**config.mk**
```make
export PLATFORM = sky130hd
export DESIGN_NAME = framed_command_receiver
export DESIGN_NICKNAME = d
export VERILOG_FILES = /design/src/fcr_pkg.sv /design/src/fcr_ram.sv /design/src/fcr_ctrl.sv /design/src/fcr_datapath.sv /design/src/framed_command_receiver.sv
export SDC_FILE = /design/constraint.sdc
export NUM_CORES = 1
export LEC_CHECK = 0
export ABC_CLOCK_PERIOD_IN_PS = 7110
export BUFFER_PORTS_ARGS = -buffer_cell sky130_fd_sc_hd__buf_2
export CORE_MARGIN = 4
export CORE_UTILIZATION = 60
export DETAILED_ROUTE_END_ITERATION = 8
export MAX_ROUTING_LAYER = met4
export PLACE_DENSITY_LB_ADDON = 0.1
export SYNTH_ARGS = -nofsm -noshare
export SYNTH_HDL_FRONTEND = slang
export SYNTH_HIERARCHICAL = 1
export SYNTH_SLANG_ARGS = --single-unit
```
**constraint.sdc**
```tcl
create_clock -name clock -period 7.11 [get_ports clock]
set_input_delay 0 -clock clock [delete_from_list [all_inputs] [get_ports clock]]
set_output_delay 0 -clock clock [all_outputs]
set_load 0.005 [all_outputs]
```
**src/fcr_pkg.sv**
```systemverilog
package fcr_pkg;

   localparam int LEN_W = 6;
   localparam int IDX_W = 5;
   localparam int CNT_W = 8;
   localparam int CSR_DATA_W = 32;
   localparam int CSR_INDEX_W = 3;

   localparam logic [LEN_W-1:0] LEN_GET = 6'd1;
   localparam logic [LEN_W-1:0] LEN_COLOR = 6'd4;
   localparam logic [LEN_W-1:0] LEN_PAIR = 6'd2;
   localparam logic [LEN_W-1:0] LEN_EMPTY = 6'd0;
   localparam logic [CNT_W-1:0] CNT_MAX = 8'd255;

   typedef enum logic [2:0] {
      STATUS_BAD_START = 3'd0,
      STATUS_BAD_CMD   = 3'd1,
      STATUS_BAD_LEN   = 3'd2,
      STATUS_BAD_END   = 3'd3,
      STATUS_FRAME     = 3'd4
   } rsp_status_type;

   typedef enum logic [CSR_INDEX_W-1:0] {
      CSR_BEGIN_CODE      = 3'd0,
      CSR_END_CODE        = 3'd1,
      CSR_SAVE_CMD_CODE   = 3'd2,
      CSR_GET_CMD_CODE    = 3'd3,
      CSR_COLOR_CMD_CODE  = 3'd4,
      CSR_PAIR_CMD_CODES  = 3'd5,
      CSR_EMPTY_CMD_CODES = 3'd6,
      CSR_SETTINGS_LENGTH = 3'd7
   } csr_index_type;

   typedef struct packed {
      logic [7:0]  begin_code;
      logic [7:0]  end_code;
      logic [7:0]  save_cmd_code;
      logic [7:0]  get_cmd_code;
      logic [7:0]  color_cmd_code;
      logic [15:0] pair_cmd_codes;
      logic [31:0] empty_cmd_codes;
      logic [4:0]  settings_length;
   } csr_type;

   typedef struct packed {
      logic             known;
      logic [LEN_W-1:0] len;
   } cmd_kind_type;

   typedef enum logic [3:0] {
      OP_NONE,
      OP_BEGIN,
      OP_BAD_START,
      OP_CMD,
      OP_BAD_CMD,
      OP_LEN,
      OP_BAD_LEN,
      OP_DATA,
      OP_BAD_END,
      OP_EMPTY,
      OP_RELEASE_START,
      OP_RELEASE_STEP
   } dp_op_type;

   typedef struct packed {
      dp_op_type op;
   } ctrl_cmd_type;

   typedef struct packed {
      logic out_free;
      logic is_begin;
      logic cmd_known;
      logic len_ok;
      logic len_zero;
      logic data_done;
      logic is_end;
      logic frame_empty;
      logic release_last;
   } dp_status_type;

   // Overlapping codes resolve in the order save, get, color, pair, empty.
   function automatic cmd_kind_type cmd_kind(input logic [7:0] code, input csr_type csr);
      cmd_kind_type res;
      res.known = 1'b1;
      res.len = LEN_EMPTY;
      priority if (code == csr.save_cmd_code) begin
         res.len = LEN_W'(csr.settings_length) + LEN_W'(1);
      end else if (code == csr.get_cmd_code) begin
         res.len = LEN_GET;
      end else if (code == csr.color_cmd_code) begin
         res.len = LEN_COLOR;
      end else if (code == csr.pair_cmd_codes[7:0] || code == csr.pair_cmd_codes[15:8]) begin
         res.len = LEN_PAIR;
      end else if (code == csr.empty_cmd_codes[7:0] || code == csr.empty_cmd_codes[15:8] ||
                   code == csr.empty_cmd_codes[23:16] ||
                   code == csr.empty_cmd_codes[31:24]) begin
         res.len = LEN_EMPTY;
      end else begin
         res.known = 1'b0;
      end
      return res;
   endfunction

endpackage

```
**src/fcr_ram.sv**
```systemverilog
module fcr_ram #(
   parameter int WIDTH = 8,
   parameter int DEPTH = 32,
   localparam int ADDR_W = (DEPTH > 1) ? $clog2(DEPTH) : 1
) (
   input  logic              clock,
   input  logic              wr_en,
   input  logic [ADDR_W-1:0] wr_addr,
   input  logic [WIDTH-1:0]  wr_data,
   input  logic [ADDR_W-1:0] rd_addr,
   output logic [WIDTH-1:0]  rd_data
);

   logic [WIDTH-1:0] mem_ff [DEPTH];
   logic [WIDTH-1:0] rd_data_ff;

   always_ff @(posedge clock) begin
      if (wr_en) begin
         mem_ff[wr_addr] <= wr_data;
      end
      rd_data_ff <= mem_ff[rd_addr];
   end

   assign rd_data = rd_data_ff;

endmodule

```
**src/fcr_ctrl.sv**
```systemverilog
module fcr_ctrl (
   input  logic                  clock,
   input  logic                  reset,
   input  logic                  req_valid,
   output logic                  req_stall,
   input  fcr_pkg::dp_status_type status,
   output fcr_pkg::ctrl_cmd_type  cmd
);

   import fcr_pkg::*;

   typedef enum logic [5:0] {
      S_BEGIN   = 6'b000001,
      S_CMD     = 6'b000010,
      S_LEN     = 6'b000100,
      S_DATA    = 6'b001000,
      S_END     = 6'b010000,
      S_RELEASE = 6'b100000
   } state_type;

   state_type state_ff, state_in;
   logic      accept;

   assign req_stall = (state_ff == S_RELEASE) || !status.out_free;
   assign accept = req_valid && !req_stall;

   always_comb begin
      state_in = state_ff;
      cmd.op = OP_NONE;
      unique case (state_ff)
         S_BEGIN: begin
            if (accept) begin
               if (status.is_begin) begin
                  cmd.op = OP_BEGIN;
                  state_in = S_CMD;
               end else begin
                  cmd.op = OP_BAD_START;
               end
            end
         end
         S_CMD: begin
            if (accept) begin
               if (status.cmd_known) begin
                  cmd.op = OP_CMD;
                  state_in = S_LEN;
               end else begin
                  cmd.op = OP_BAD_CMD;
                  state_in = S_BEGIN;
               end
            end
         end
         S_LEN: begin
            if (accept) begin
               if (status.len_ok) begin
                  cmd.op = OP_LEN;
                  state_in = status.len_zero ? S_END : S_DATA;
               end else begin
                  cmd.op = OP_BAD_LEN;
                  state_in = S_BEGIN;
               end
            end
         end
         S_DATA: begin
            if (accept) begin
               cmd.op = OP_DATA;
               if (status.data_done) begin
                  state_in = S_END;
               end
            end
         end
         S_END: begin
            if (accept) begin
               priority if (!status.is_end) begin
                  cmd.op = OP_BAD_END;
                  state_in = S_BEGIN;
               end else if (status.frame_empty) begin
                  cmd.op = OP_EMPTY;
                  state_in = S_BEGIN;
               end else begin
                  cmd.op = OP_RELEASE_START;
                  state_in = S_RELEASE;
               end
            end
         end
         S_RELEASE: begin
            if (status.out_free) begin
               cmd.op = OP_RELEASE_STEP;
               if (status.release_last) begin
                  state_in = S_BEGIN;
               end
            end
         end
         default: begin
            state_in = S_BEGIN;
         end
      endcase
   end

   always_ff @(posedge clock) begin
      if (reset) begin
         state_ff <= S_BEGIN;
      end else begin
         state_ff <= state_in;
      end
   end

endmodule

```
**src/fcr_datapath.sv**
```systemverilog
module fcr_datapath #(
   parameter int MAX_PAYLOAD = 32,
   parameter int BAD_START_LIMIT = 100
) (
   input  logic                            clock,
   input  logic                            reset,
   input  logic [7:0]                      req_rx_byte,
   input  fcr_pkg::ctrl_cmd_type           cmd,
   output fcr_pkg::dp_status_type          status,
   input  logic                            csr_wr_en,
   input  logic [fcr_pkg::CSR_INDEX_W-1:0] csr_index,
   input  logic [fcr_pkg::CSR_DATA_W-1:0]  csr_wr_data,
   output logic                            rsp_valid,
   input  logic                            rsp_stall,
   output logic [2:0]                      rsp_status,
   output logic [7:0]                      rsp_command,
   output logic [7:0]                      rsp_payload_byte,
   output logic [4:0]                      rsp_byte_index,
   output logic                            rsp_has_payload,
   output logic                            rsp_last,
   output logic                            rsp_reboot_request
);

   import fcr_pkg::*;

   localparam int ADDR_W = (MAX_PAYLOAD > 1) ? $clog2(MAX_PAYLOAD) : 1;

   csr_type          csr_ff, csr_in;
   logic [7:0]       held_cmd_ff, held_cmd_in;
   logic [LEN_W-1:0] frame_len_ff, frame_len_in;
   logic [LEN_W-1:0] rcv_cnt_ff, rcv_cnt_in;
   logic [CNT_W-1:0] bad_cnt_ff, bad_cnt_in;
   logic [IDX_W-1:0] rel_idx_ff, rel_idx_in;

   logic             rsp_valid_ff, rsp_valid_in;
   logic [2:0]       rsp_status_ff, rsp_status_in;
   logic [7:0]       rsp_command_ff, rsp_command_in;
   logic [7:0]       rsp_payload_ff, rsp_payload_in;
   logic [IDX_W-1:0] rsp_index_ff, rsp_index_in;
   logic             rsp_has_ff, rsp_has_in;
   logic             rsp_last_ff, rsp_last_in;
   logic             rsp_reboot_ff, rsp_reboot_in;

   cmd_kind_type     rx_kind, held_kind;
   logic             out_free, load, release_last;
   logic [7:0]       ram_rd_data;

   assign out_free = !rsp_valid_ff || !rsp_stall;
   assign rx_kind = cmd_kind(req_rx_byte, csr_ff);
   assign held_kind = cmd_kind(held_cmd_ff, csr_ff);
   assign release_last = (LEN_W'(rel_idx_ff) + LEN_W'(1)) == frame_len_ff;

   assign status.out_free = out_free;
   assign status.is_begin = req_rx_byte == csr_ff.begin_code;
   assign status.cmd_known = rx_kind.known;
   assign status.len_ok = held_kind.known && (req_rx_byte == 8'(held_kind.len)) &&
                          (req_rx_byte <= 8'(MAX_PAYLOAD));
   assign status.len_zero = req_rx_byte == 8'd0;
   assign status.data_done = (rcv_cnt_ff + LEN_W'(1)) >= frame_len_ff;
   assign status.is_end = req_rx_byte == csr_ff.end_code;
   assign status.frame_empty = frame_len_ff == '0;
   assign status.release_last = release_last;

   always_comb begin
      csr_in = csr_ff;
      if (csr_wr_en) begin
         unique case (csr_index_type'(csr_index))
            CSR_BEGIN_CODE:      csr_in.begin_code = csr_wr_data[7:0];
            CSR_END_CODE:        csr_in.end_code = csr_wr_data[7:0];
            CSR_SAVE_CMD_CODE:   csr_in.save_cmd_code = csr_wr_data[7:0];
            CSR_GET_CMD_CODE:    csr_in.get_cmd_code = csr_wr_data[7:0];
            CSR_COLOR_CMD_CODE:  csr_in.color_cmd_code = csr_wr_data[7:0];
            CSR_PAIR_CMD_CODES:  csr_in.pair_cmd_codes = csr_wr_data[15:0];
            CSR_EMPTY_CMD_CODES: csr_in.empty_cmd_codes = csr_wr_data[31:0];
            CSR_SETTINGS_LENGTH: csr_in.settings_length = csr_wr_data[4:0];
            default:             csr_in = csr_ff;
         endcase
      end
   end

   always_comb begin
      held_cmd_in = held_cmd_ff;
      frame_len_in = frame_len_ff;
      rcv_cnt_in = rcv_cnt_ff;
      bad_cnt_in = bad_cnt_ff;
      rel_idx_in = rel_idx_ff;
      load = 1'b1;
      rsp_status_in = STATUS_FRAME;
      rsp_command_in = held_cmd_ff;
      rsp_payload_in = '0;
      rsp_index_in = '0;
      rsp_has_in = 1'b0;
      rsp_last_in = 1'b1;
      unique case (cmd.op)
         OP_BEGIN: begin
            load = 1'b0;
            bad_cnt_in = '0;
         end
         OP_BAD_START: begin
            if (bad_cnt_ff != CNT_MAX) begin
               bad_cnt_in = bad_cnt_ff + CNT_W'(1);
            end
            rsp_status_in = STATUS_BAD_START;
            rsp_command_in = '0;
         end
         OP_CMD: begin
            load = 1'b0;
            held_cmd_in = req_rx_byte;
         end
         OP_BAD_CMD: begin
            held_cmd_in = req_rx_byte;
            rsp_status_in = STATUS_BAD_CMD;
            rsp_command_in = req_rx_byte;
         end
         OP_LEN: begin
            load = 1'b0;
            frame_len_in = LEN_W'(req_rx_byte);
            rcv_cnt_in = '0;
         end
         OP_BAD_LEN: begin
            rsp_status_in = STATUS_BAD_LEN;
         end
         OP_DATA: begin
            load = 1'b0;
            rcv_cnt_in = rcv_cnt_ff + LEN_W'(1);
         end
         OP_BAD_END: begin
            rsp_status_in = STATUS_BAD_END;
         end
         OP_EMPTY: begin
            held_cmd_in = '0;
         end
         OP_RELEASE_START: begin
            load = 1'b0;
         end
         OP_RELEASE_STEP: begin
            rsp_payload_in = ram_rd_data;
            rsp_index_in = rel_idx_ff;
            rsp_has_in = 1'b1;
            rsp_last_in = release_last;
            if (release_last) begin
               rel_idx_in = '0;
               held_cmd_in = '0;
            end else begin
               rel_idx_in = rel_idx_ff + IDX_W'(1);
            end
         end
         default: begin
            load = 1'b0;
         end
      endcase
      rsp_reboot_in = bad_cnt_in > CNT_W'(BAD_START_LIMIT);
      rsp_valid_in = load || (rsp_valid_ff && !out_free);
   end

   fcr_ram #(
      .WIDTH(8),
      .DEPTH(MAX_PAYLOAD)
   ) u_payload_ram (
      .clock  (clock),
      .wr_en  (cmd.op == OP_DATA),
      .wr_addr(ADDR_W'(rcv_cnt_ff)),
      .wr_data(req_rx_byte),
      .rd_addr(ADDR_W'(rel_idx_in)),
      .rd_data(ram_rd_data)
   );

   always_ff @(posedge clock) begin
      if (reset) begin
         csr_ff.begin_code <= 8'd170;
         csr_ff.end_code <= 8'd85;
         csr_ff.save_cmd_code <= 8'd16;
         csr_ff.get_cmd_code <= 8'd17;
         csr_ff.color_cmd_code <= 8'd18;
         csr_ff.pair_cmd_codes <= 16'h1413;
         csr_ff.empty_cmd_codes <= 32'h1817_1615;
         csr_ff.settings_length <= 5'd16;
         held_cmd_ff <= '0;
         frame_len_ff <= '0;
         rcv_cnt_ff <= '0;
         bad_cnt_ff <= '0;
         rel_idx_ff <= '0;
         rsp_valid_ff <= 1'b0;
      end else begin
         csr_ff <= csr_in;
         held_cmd_ff <= held_cmd_in;
         frame_len_ff <= frame_len_in;
         rcv_cnt_ff <= rcv_cnt_in;
         bad_cnt_ff <= bad_cnt_in;
         rel_idx_ff <= rel_idx_in;
         rsp_valid_ff <= rsp_valid_in;
      end
   end

   always_ff @(posedge clock) begin
      if (load) begin
         rsp_status_ff <= rsp_status_in;
         rsp_command_ff <= rsp_command_in;
         rsp_payload_ff <= rsp_payload_in;
         rsp_index_ff <= rsp_index_in;
         rsp_has_ff <= rsp_has_in;
         rsp_last_ff <= rsp_last_in;
         rsp_reboot_ff <= rsp_reboot_in;
      end
   end

   assign rsp_valid = rsp_valid_ff;
   assign rsp_status = rsp_status_ff;
   assign rsp_command = rsp_command_ff;
   assign rsp_payload_byte = rsp_payload_ff;
   assign rsp_byte_index = rsp_index_ff;
   assign rsp_has_payload = rsp_has_ff;
   assign rsp_last = rsp_last_ff;
   assign rsp_reboot_request = rsp_reboot_ff;

endmodule

```
**src/framed_command_receiver.sv**
```systemverilog
// Channel   Direction  Handshake              Payload
// req       in         req_valid / req_stall  req_rx_byte
// rsp       out        rsp_valid / rsp_stall  status, command, payload byte, index, flags
// csr       in         csr_wr_en              csr_index, csr_wr_data
//
// A header, data or error byte is accepted while req_stall is low; an error gives one result the next cycle.
// A valid end byte releases the buffered payload from the payload RAM at one result per
// cycle while rsp is not stalled.
// Reset is synchronous and restores the default codes; the payload RAM is not cleared.
// A stall on rsp holds the result register and stalls req until it drains.
module framed_command_receiver #(
   parameter int MAX_PAYLOAD = 32,
   parameter int BAD_START_LIMIT = 100
) (
   input  logic                            clock,
   input  logic                            reset,
   input  logic                            req_valid,
   output logic                            req_stall,
   input  logic [7:0]                      req_rx_byte,
   output logic                            rsp_valid,
   input  logic                            rsp_stall,
   output logic [2:0]                      rsp_status,
   output logic [7:0]                      rsp_command,
   output logic [7:0]                      rsp_payload_byte,
   output logic [4:0]                      rsp_byte_index,
   output logic                            rsp_has_payload,
   output logic                            rsp_last,
   output logic                            rsp_reboot_request,
   input  logic                            csr_wr_en,
   input  logic [fcr_pkg::CSR_INDEX_W-1:0] csr_index,
   input  logic [fcr_pkg::CSR_DATA_W-1:0]  csr_wr_data
);

   import fcr_pkg::*;

   ctrl_cmd_type  cmd;
   dp_status_type status;

   fcr_ctrl u_ctrl (
      .clock    (clock),
      .reset    (reset),
      .req_valid(req_valid),
      .req_stall(req_stall),
      .status   (status),
      .cmd      (cmd)
   );

   fcr_datapath #(
      .MAX_PAYLOAD    (MAX_PAYLOAD),
      .BAD_START_LIMIT(BAD_START_LIMIT)
   ) u_datapath (
      .clock             (clock),
      .reset             (reset),
      .req_rx_byte       (req_rx_byte),
      .cmd               (cmd),
      .status            (status),
      .csr_wr_en         (csr_wr_en),
      .csr_index         (csr_index),
      .csr_wr_data       (csr_wr_data),
      .rsp_valid         (rsp_valid),
      .rsp_stall         (rsp_stall),
      .rsp_status        (rsp_status),
      .rsp_command       (rsp_command),
      .rsp_payload_byte  (rsp_payload_byte),
      .rsp_byte_index    (rsp_byte_index),
      .rsp_has_payload   (rsp_has_payload),
      .rsp_last          (rsp_last),
      .rsp_reboot_request(rsp_reboot_request)
   );

   assert property (@(posedge clock) disable iff (reset)
      rsp_valid && rsp_stall |-> req_stall)
      else $error("Input accepted while a result is held.");

   assert property (@(posedge clock) disable iff (reset)
      rsp_valid && rsp_status != STATUS_FRAME |-> rsp_last && !rsp_has_payload)
      else $error("Error result is not a single last transaction.");

   assert property (@(posedge clock) disable iff (reset)
      rsp_valid && !rsp_has_payload |-> rsp_payload_byte == 8'd0 && rsp_byte_index == 5'd0)
      else $error("Result without payload carries payload fields.");

   assert property (@(posedge clock) disable iff (reset)
      rsp_valid && rsp_status == STATUS_BAD_START |-> rsp_command == 8'd0)
      else $error("Bad start result carries a command.");

endmodule

```
==> metrics.yaml, run 1 <==
outcome: "completed"
finalInstanceArea_um2: 21700
syn_nets: 1541
drv_cap: 0
grt_max_degree: 105
grt_usage: 0.274
synth_area_leaders: "edfxtp_1 45%, dfxtp_1 15%, mux4_2 9.4%"
setup_ws_ns: 0.441
placed_area_um2: 19800
cts_tree: "built"
avgViaCountPerCell: 6.06
ant_nets: 0
power_leakage_nw: 7.46
ys_ff_latch: 424
cts_resized: 0
hold_viol: 0
crit_type: "register to register"
period_minus_slack_ns: 6.67
p_per_area_nw_per_um2: 251
io_buffers: 76
ir_worst_vdd_v: 0.000274
fillerInstances: 2267
dp_hpwl_um: 29300
synth_ff_type: "edfxtp_1"
met3_length_um: 2980
core_um2: 31500
dpl.cell_count: 1903
yosysSeqAreaShare: 0.594
avgSynthCellArea_um2: 12.9
max_slew.worst_pin.slew_ns: 1.29
wl_met2_um: 22500
finalWirelength_um: 45600
synth_cell_types: 71
grt_pass1_wl_um: 70500
final_cells: 2025
multi_input_area_um2: 7320
cp_data_arrival_time_ns: 7.12
die_y_um: 186
wl_per_cell_um: 22.5
rsz0062_at_grt: "no"
hp-class: "primary input to register"
die_w_um: 186
slew_headroom: 0.136
crit_required_ns: 7.56
yosysTopAreaCell: "edfxtp_1"
insertion_delay_ns: 0.57
start_util: 0.606
yosysWarnings: 6
setup_viol: 0
clock_sinks: 424
routed-via-count: 12300
clk_path_buf_depth: 3
drtIter0Drc: 1100
htreeDepth: 2
finalNetCount: 1645
clkTransAtPathRegs_ns: 0.06
row_count: 65
gp_congestion: 0.919
antenna_found_initial: 1
io-pin-count: 77
end_kind: "register"
drive_above_1_share: 0.178
drv_slew: 0
synth_edf_count: 283
dieArea_um2: 34700
syn_to_final_growth_pct: 13.8
grt_pass1_vias: 12000
wirelength_met1_um: 18800
fmax_ghz: 0.150
clock_skew_ns: 0.0241
p_total_mw: 5.45
seqCellArea_um2: 11300
top_layer: "met4"
synth_common_cells: "283 x edfxtp_1, 212 x nand2_1, 141 x dfxtp_1"
start_kind: "register"
synth.top_cell.area_share: 0.446
crit_fanout: 24
pre_cts_slack_ns: 0.544
overflow: 0
fin_tns_setup_ns: 0
min_period_over_period: 0.938
cts_buffers: 43
yosys.cell_count.top_type: "edfxtp_1"
synthCells: 1483
asyncSetResetFlopFracSynth: 0
route.detailed.drc: 0
detail_route.first_pass.iterations: 5
syn-cell-area_um2: 19100
cts_root_buffer: "clkbuf_16"
per-layer routing:
| layer | GRT usage | up-vias |
|---|---|---|
| li1 | - | 5647 |
| met1 | 0.361 | 6094 |
| met2 | 0.451 | 442 |
| met3 | 0.0389 | 92 |
| met4 | 0.0787 | 0 |
| met5 | - | - |
critical path, stage by stage (launching register included):
cell       delay [ns]
dfxtp_1          0.50
xor2_1           0.13
nor4_2           0.47
a22oi_1          0.25
a31o_2           0.27
xnor2_1          0.12
nor4_1           0.35
and4_1           0.36
nand3_1          0.15
o2111ai_1        0.13
a22o_1           0.26
inv_1            0.11
nor2_1           0.19
nand3_1          0.25
inv_1            0.41
nand2b_4         0.12
or3b_4           0.42
nand2_2          0.40
buf_4            0.42
mux4_2           0.37
mux4_2           0.56
mux2_2           0.29
power by group:
| part | total, mW | internal (mW) | leakage [nW] | switching (mW) |
|---|---|---|---|---|
| Combinational | 0.395 | 0.147 | 3.04 | 0.248 |
| Clock | 2.32 | 1.37 | 0.709 | 0.950 |
| Sequential | 2.73 | 2.69 | 3.71 | 0.0391 |
| Total | 5.45 | 4.21 | 7.46 | 1.24 |
cells in the final DEF (no fill, tap or decap), types with 9 or more instances in the layout:
cell | Yosys | final
nand2_1 | 212 | 211
nand3_1 | 24 | 24
nor2_1 | 82 | 81
inv_1 | 16 | 16
mux2_2 | 9 | 9
nor3_1 | 10 | 10
clkbuf_16 | 0 | 43
nand4_1 | 28 | 28
and2_1 | 14 | 14
dfxtp_1 | 141 | 141
xor2_1 | 85 | 85
o21ai_0 | 18 | 15
a21oi_1 | 83 | 83
edfxtp_1 | 283 | 283
ha_1 | 10 | 10
a22o_1 | 25 | 25
buf_2 | 12 | 75
clkbuf_1 | 51 | 11
mux2i_1 | 11 | 11
a211o_1 | 11 | 11
xnor2_1 | 92 | 92
mux4_2 | 80 | 80
buf_4 | 9 | 30
nand3b_1 | 38 | 38
dlygate4sd3_1 | 0 | 41
nor4_1 | 25 | 25
nor2b_1 | 20 | 20
sequential cells by signal (all words and copies together), names as in the netlist:
signal / flops
u_datapath/rsp_status: 3
u_datapath/rsp_has_payload: 1
u_datapath/held_cmd_ff: 8
u_datapath/csr_ff: 93
u_datapath/rsp_command: 8
u_datapath/rsp_payload_byte: 8
u_datapath/u_payload_ram/rd_data: 8
u_datapath/rcv_cnt_ff: 6
u_datapath/bad_cnt_ff: 8
u_datapath/u_payload_ram/mem_ff: 256
u_datapath/rsp_valid: 1
u_datapath/rsp_byte_index: 5
u_ctrl/state_ff: 6
u_datapath/frame_len_ff: 6
u_datapath/rel_idx_ff: 5
u_datapath/rsp_last: 1
u_datapath/rsp_reboot_request: 1
stage by stage:
| stage | util | hold slack [ns] |
|---|---|---|
| finish | 0.689 | 0.0607 |
| global route | 0.689 | 0.0605 |
| CTS | 0.689 | 0.0302 |
| detailed placement | 0.630 | 0.219 |
| global placement | 0.630 | 0.210 |
| floorplan | - | 0.0989 |
final cells by class:
type	instances	area share
sequential	424	0.522
multi-input combinational	955	0.337
clock buffer	57	0.0534
timing repair buffer	147	0.0475
tap	402	0.0232
clock inverter	23	0.0138
inverter	16	0.00277
antenna	1	0.000115
cells by family (layout without fill, tap and decap cells):
kind of cell / count (synthesis) / after routing / synth area share
simple gates: 487 / 487 / 0.126
flops: 424 / 424 / 0.594
compound gates: 181 / 181 / 0.0631
xor+xnor: 177 / 177 / 0.0813
buf+inv: 104 / 243 / 0.0238
mux: 100 / 100 / 0.106
fa+ha+maj: 10 / 10 / 0.00656
other cells: 0 / 1 / 0
what timing repair did:
item / 4_1_cts / 5_1_grt
hold buffers: 41 / 0
setup buffers: 0 / 0
endpoints found under the hold margin: 108 / 0
final timing paths:
kind / depth (start not counted) / end / from / slack, ns
min: 5 / u_datapath/csr_ff[75] / csr_wr_en / 0.06
max: 21 / u_datapath/u_payload_ram/rd_data[5] / u_datapath/held_cmd_ff[6] / 0.44
min reg2reg: 2 / u_datapath/csr_ff[80] / u_datapath/csr_ff[80] / 0.47
max reg2reg: 21 / u_datapath/u_payload_ram/rd_data[5] / u_datapath/held_cmd_ff[6] / 0.44
No activity file was read; power rests on OpenSTA's default activity.
==> run 2, diff against run 1 <==
Settings changed: CORE_UTILIZATION 60 to 30.
==> run 2 against run 1 <==
Against the previous run:
- utilization decreased by 33 points
- global-route usage decreased by 11 points
- critical path depth decreased by 1
- power increased by 4.6%
- worst hold slack got worse by 0.014 ns
- clock power increased by 10%
- die area increased by 95%
- maximum frequency increased by 3.6%
- largest power group unchanged
==> metrics.yaml, run 2 (synthesized netlist as in run 1, its figures left out) <==
outcome: "completed"
power_switching_mw: 1.31
dp_hpwl_um: 36200
slew_headroom: 0.183
finalNetCount: 1653
crit_type: "register to register"
grt_pass1_vias: 12300
setup_viol: 0
setup_ws_ns: 0.672
hold_viol: 0
p_total_mw: 5.70
dieArea_um2: 67700
drv_slew: 0
seqCellArea_um2: 11300
avgViaCountPerCell: 4.87
final_cells: 2480
start_util: 0.303
row_count: 92
end_kind: "register"
cts_root_buffer: "clkbuf_16"
clk_path_buf_depth: 3
power_leakage_nw: 7.59
seqPwrFrac: 0.479
largest_reg_flops: 256
post_cts.repair.setup_buffers: 0
cts_tree: "built"
max_slew.worst_pin.slew_ns: 1.22
whs_ns: 0.0464
placed_area_um2: 20500
route.detailed.drc: 0
cts_resized: 0
min_period_over_period: 0.905
internal-power_mw: 4.39
regMostFlops: "u_datapath/u_payload_ram/mem_ff"
clock_sinks: 424
hp-class: "primary input to register"
p_clk_frac: 0.449
cts_buffers: 47
io_buffers: 76
switching_share: 0.230
io-pin-count: 77
grt_max_degree: 74
wl_per_cell_um: 21.7
grt_pass1_wl_um: 81200
die_w_um: 260
fin_tns_setup_ns: 0
clock_skew_ns: 0.0302
rsz0062_at_grt: "no"
fin_util: 0.357
p_comb_frac: 0.072
finalWirelength_um: 53900
ir_worst_vdd_v: 0.000177
multi_input_area_um2: 7320
drive_above_1_share: 0.187
layout_commonest_cell: "edfxtp_1"
syn_to_final_growth_pct: 18.0
pre_cts_slack_ns: 0.662
clkTransAtPathRegs_ns: 0.06
crit_required_ns: 7.59
crit_fanout: 17
period_minus_slack_ns: 6.44
core_um2: 63000
die_y_um: 260
cp_data_arrival_time_ns: 6.91
p_per_area_nw_per_um2: 253
start_kind: "register"
htreeDepth: 2
finalInstanceArea_um2: 22500
drtIter0Drc: 880
ant_nets: 0
insertion_delay_ns: 0.60
top_regs: "u_datapath/u_payload_ram/mem_ff: 256 flops, u_datapath/csr_ff: 93 flops"
fillerInstances: 6108
antenna_found_initial: 1
gp_congestion: 0.811
fmax_ghz: 0.155
routed-via-count: 12100
ctsHoldBuffers: 37
layout_common_cells: "283 x edfxtp_1, 211 x nand2_1, 141 x dfxtp_1, 92 x xnor2_1, 85 x xor2_1"
drv_cap: 0
dpl.cell_count: 2354
detail_route.first_pass.iterations: 5
overflow: 0
grt_usage: 0.164
-- run 2: changes by cell type in the layout (fill, tap and decap cells not counted) --
cell | before | now
clkinv_8 | 1 | 0
inv_16 | 0 | 1
clkbuf_1 | 11 | 12
clkbuf_8 | 3 | 8
inv_6 | 1 | 0
clkbuf_4 | 0 | 1
clkinv_1 | 6 | 4
buf_4 | 30 | 33
o21ai_1 | 2 | 1
o21ai_2 | 2 | 3
dlygate4sd3_1 | 41 | 37
clkbuf_16 | 43 | 48
buf_12 | 1 | 5
clkinv_2 | 7 | 6
-- run 2: worst paths after layout --
path,start,cells past startpoint,end,slack (ns)
worst max register to register,u_datapath/held_cmd_ff[1],20,u_datapath/u_payload_ram/rd_data[5],0.67
worst max-delay path,u_datapath/held_cmd_ff[1],20,u_datapath/u_payload_ram/rd_data[5],0.67
worst min register to register,u_datapath/csr_ff[80],2,u_datapath/csr_ff[80],0.47
worst min-delay path,csr_index[2],5,u_datapath/csr_ff[11],0.05
-- run 2: final cells by class --
cell class              count  area share
clock inverters            19      0.0126
well taps                 846      0.0470
diodes                      1    0.000111
repair buffers            151      0.0489
multi-input cells         955       0.325
inverters                  16     0.00267
flip-flops and latches    424       0.503
clock buffers              68      0.0603
-- run 2: metal layers --
metal,vias up,wire (µm),GRT usage
met5,-,0,-
met4,0,907,0.0338
met3,64,2340,0.0266
met2,230,25600,0.264
met1,6098,25100,0.220
li1,5690,-,-
-- run 2: power by group through the flow --
| stage | clock network, mW | registers (mW) | logic (mW) |
|---|---|---|---|
| after floorplan | 0 | 2.77 | 0.225 |
| after global placement | 0 | 2.78 | 0.403 |
| after detailed placement | 0 | 2.78 | 0.404 |
| after CTS | 2.65 | 2.73 | 0.422 |
| after global routing | 2.74 | 2.74 | 0.458 |
| final | 2.56 | 2.73 | 0.413 |
-- run 2: critical path: stages, from the launching register on --
cell and delay [ns]:
dfxtp_1 0.60, xor2_1 0.16, nor4_2 0.49, a22oi_1 0.24, a31o_2 0.28, xnor2_1 0.12, nor4_1 0.43, and4_1 0.38
nand3_1 0.15, o2111ai_1 0.13, a22o_1 0.26, inv_1 0.11, nor2_1 0.21, nand3_1 0.26, inv_1 0.20, nand2b_4 0.09
o21ai_4 0.52, buf_12 0.28, mux4_2 0.55, mux4_2 0.54, mux2_2 0.28
==> run 3, diff against run 2 <==
Settings changed: CAP_MARGIN set to 20, RECOVER_POWER set to 50.
==> run 3 against run 2 <==
Against the previous run:
- the flow now finishes with violations (capacitance limit, slew limit)
- final cell count is 0.24% higher
- maximum frequency decreased by 1.4%
- critical path depth rose by 1
- setup slack lost 0.094 ns
- power grew 1.1%
- clock skew is 0.029 ns higher
- largest power group unchanged
- register-to-register slack got worse by 0.07 ns
- first-iteration DRC count is 6.0% lower
- critical endpoint unchanged
- via count increased by 0.62%
- wire length is 0.40% higher
==> metrics.yaml, run 3 (synthesized netlist as in run 1, its figures left out) <==
final_cells: 2486
htreeDepth: 2
fin_tns_setup_ns: 0
finalNetCount: 1659
outcome: "finished, violations left"
row_count: 92
power_leakage_nw: 7.53
dieArea_um2: 67700
end_kind: "register"
wl_per_cell_um: 21.8
worstHoldStart: "csr_index[2]"
crit_type: "primary input to register"
r2r_start: "u_datapath/held_cmd_ff[1]"
n_antenna_cell: 0
min_period_over_period: 0.919
hold_viol: 0
cts_root_buffer: "clkbuf_16"
dpl.cell_count: 2357
cts_buffers: 48
rrSetupSlack_ns: 0.60
regMostFlops: "u_datapath/u_payload_ram/mem_ff"
grt_pass1_vias: 12300
min_delay_worst_endpoint: "u_datapath/csr_ff[10]"
drv_cap: 10
setup_ws_ns: 0.578
route.detailed.drc: 0
routed-via-count: 12200
cp_data_arrival_time_ns: 7.00
gp_congestion: 0.811
layout_commonest_cell: "edfxtp_1"
pre_cts_slack_ns: 0.650
post_cts.repair.setup_buffers: 0
period_minus_slack_ns: 6.53
avgViaCountPerCell: 4.89
clk_path_buf_depth: 3
clock_sinks: 424
slew_headroom: -1.34
rsz0062_at_grt: "no"
die_w_um: 260
ant_nets: 0
hp-class: "primary input to register"
ctsHoldBuffers: 38
io-pin-count: 77
antenna_found_initial: 0
reg2regPathDepth: 21
drv_slew: 345
dp_hpwl_um: 36200
io_buffers: 76
grt_usage: 0.164
clkTransAtPathRegs_ns: 0.06
hold_path_depth: 5
cts_tree: "built"
start_kind: "primary input"
drive_above_1_share: 0.166
grt_pass1_wl_um: 81500
ir_worst_vdd_v: 0.000178
insertion_delay_ns: 0.63
placed_area_um2: 20500
layout_common_cells: "283 x edfxtp_1, 211 x nand2_1, 141 x dfxtp_1, 92 x xnor2_1, 85 x xor2_1"
drtIter0Drc: 827
setup_viol: 0
failed_checks: "capacitance limit, slew limit"
start_util: 0.303
fin_util: 0.358
fmax_ghz: 0.153
max_slew.worst_pin.slew_ns: 3.51
finalWirelength_um: 54100
finalInstanceArea_um2: 22500
clock_skew_ns: 0.0593
die_y_um: 260
grt_max_degree: 74
top_regs: "u_datapath/u_payload_ram/mem_ff: 256 flops, u_datapath/csr_ff: 93 flops"
overflow: 0
p_per_area_nw_per_um2: 256
fillerInstances: 6123
crit_required_ns: 7.58
detail_route.first_pass.iterations: 5
cts_resized: 0
syn_to_final_growth_pct: 18.3
rr_endpoint: "u_datapath/u_payload_ram/rd_data[5]"
crit_fanout: 23
core_um2: 63000
largest_reg_flops: 256
[run 3: cell count changes in the layout (fill, tap and decap cells not counted), moves of 2 or more]
cell	previous run	this run
dlygate4sd3_1	37	39
clkbuf_8	8	5
clkinv_2	6	9
clkinv_16	1	3
buf_4	33	27
clkbuf_1	12	46
clkinv_1	4	7
buf_2	75	46
[run 3: cell type report]
cell class / count / area (µm²) / share of cell area
Clock buffer: 63 / 1330 / 0.0589
Multi-Input combinational cell: 955 / 7320 / 0.325
Tap cell: 846 / 1060 / 0.0469
Sequential cell: 424 / 11300 / 0.502
Inverter: 16 / 60.1 / 0.00266
Clock inverter: 26 / 372 / 0.0165
Timing Repair Buffer: 156 / 1090 / 0.0482
[run 3: metal layers]
| metal | track usage | share of wire | vias up |
|---|---|---|---|
| met5 | - | 0 | - |
| met2 | 0.260 | 0.47 | 249 |
| li1 | - | - | 5692 |
| met3 | 0.0325 | 0.047 | 71 |
| met1 | 0.223 | 0.47 | 6145 |
| met4 | 0.0318 | 0.017 | 0 |
[run 3: critical path, stage by stage]
cell and delay, ns:
dlygate4sd3_1 0.53, clkbuf_1 0.68, clkbuf_1 0.48, nor4_1 0.33, nand2_1 0.14, a211o_1 0.34
nor4_1 0.43, and4_1 0.39, nand3_1 0.15, o2111ai_1 0.12, a22o_1 0.26, inv_1 0.11
nor2_1 0.21, nand3_1 0.28, inv_1 0.20, nand2b_4 0.09, o21ai_4 0.52, buf_12 0.27
mux4_2 0.55, mux4_2 0.55, mux2_2 0.28
[run 3: worst max-delay path by stage]
| stage | end | slack (ns) | start |
|---|---|---|---|
| 5_1_grt | u_datapath/u_payload_ram/rd_data[5] | 0.14 | req_rx_byte[1] |
| 2_1_floorplan | u_datapath/u_payload_ram/rd_data[0] | 1.75 | u_datapath/csr_ff[75] |
| 3_5_place_dp | u_datapath/u_payload_ram/rd_data[5] | 0.65 | u_datapath/held_cmd_ff[4] |
| 6_report | u_datapath/u_payload_ram/rd_data[5] | 0.58 | req_rx_byte[1] |
| 3_3_place_gp | u_datapath/u_payload_ram/rd_data[5] | 0.69 | u_datapath/held_cmd_ff[2] |
| 4_1_cts | u_datapath/u_payload_ram/rd_data[5] | 0.61 | u_datapath/held_cmd_ff[4] |
[run 3: per-stage QoR]
| stage | hold WS (ns) | power [mW] |
|---|---|---|
| global route | 0.0806 | 6.00 |
| global placement | 0.210 | 3.19 |
| detailed placement | 0.218 | 3.19 |
| floorplan | 0.0989 | 3.00 |
| CTS | 0.0193 | 5.86 |
| finish | 0.0713 | 5.77 |
[run 3: power breakdown]
group	switching, mW	internal [mW]	total [mW]
sequential	0.0394	2.69	2.73
clock	1.04	1.58	2.62
combinational	0.264	0.149	0.413
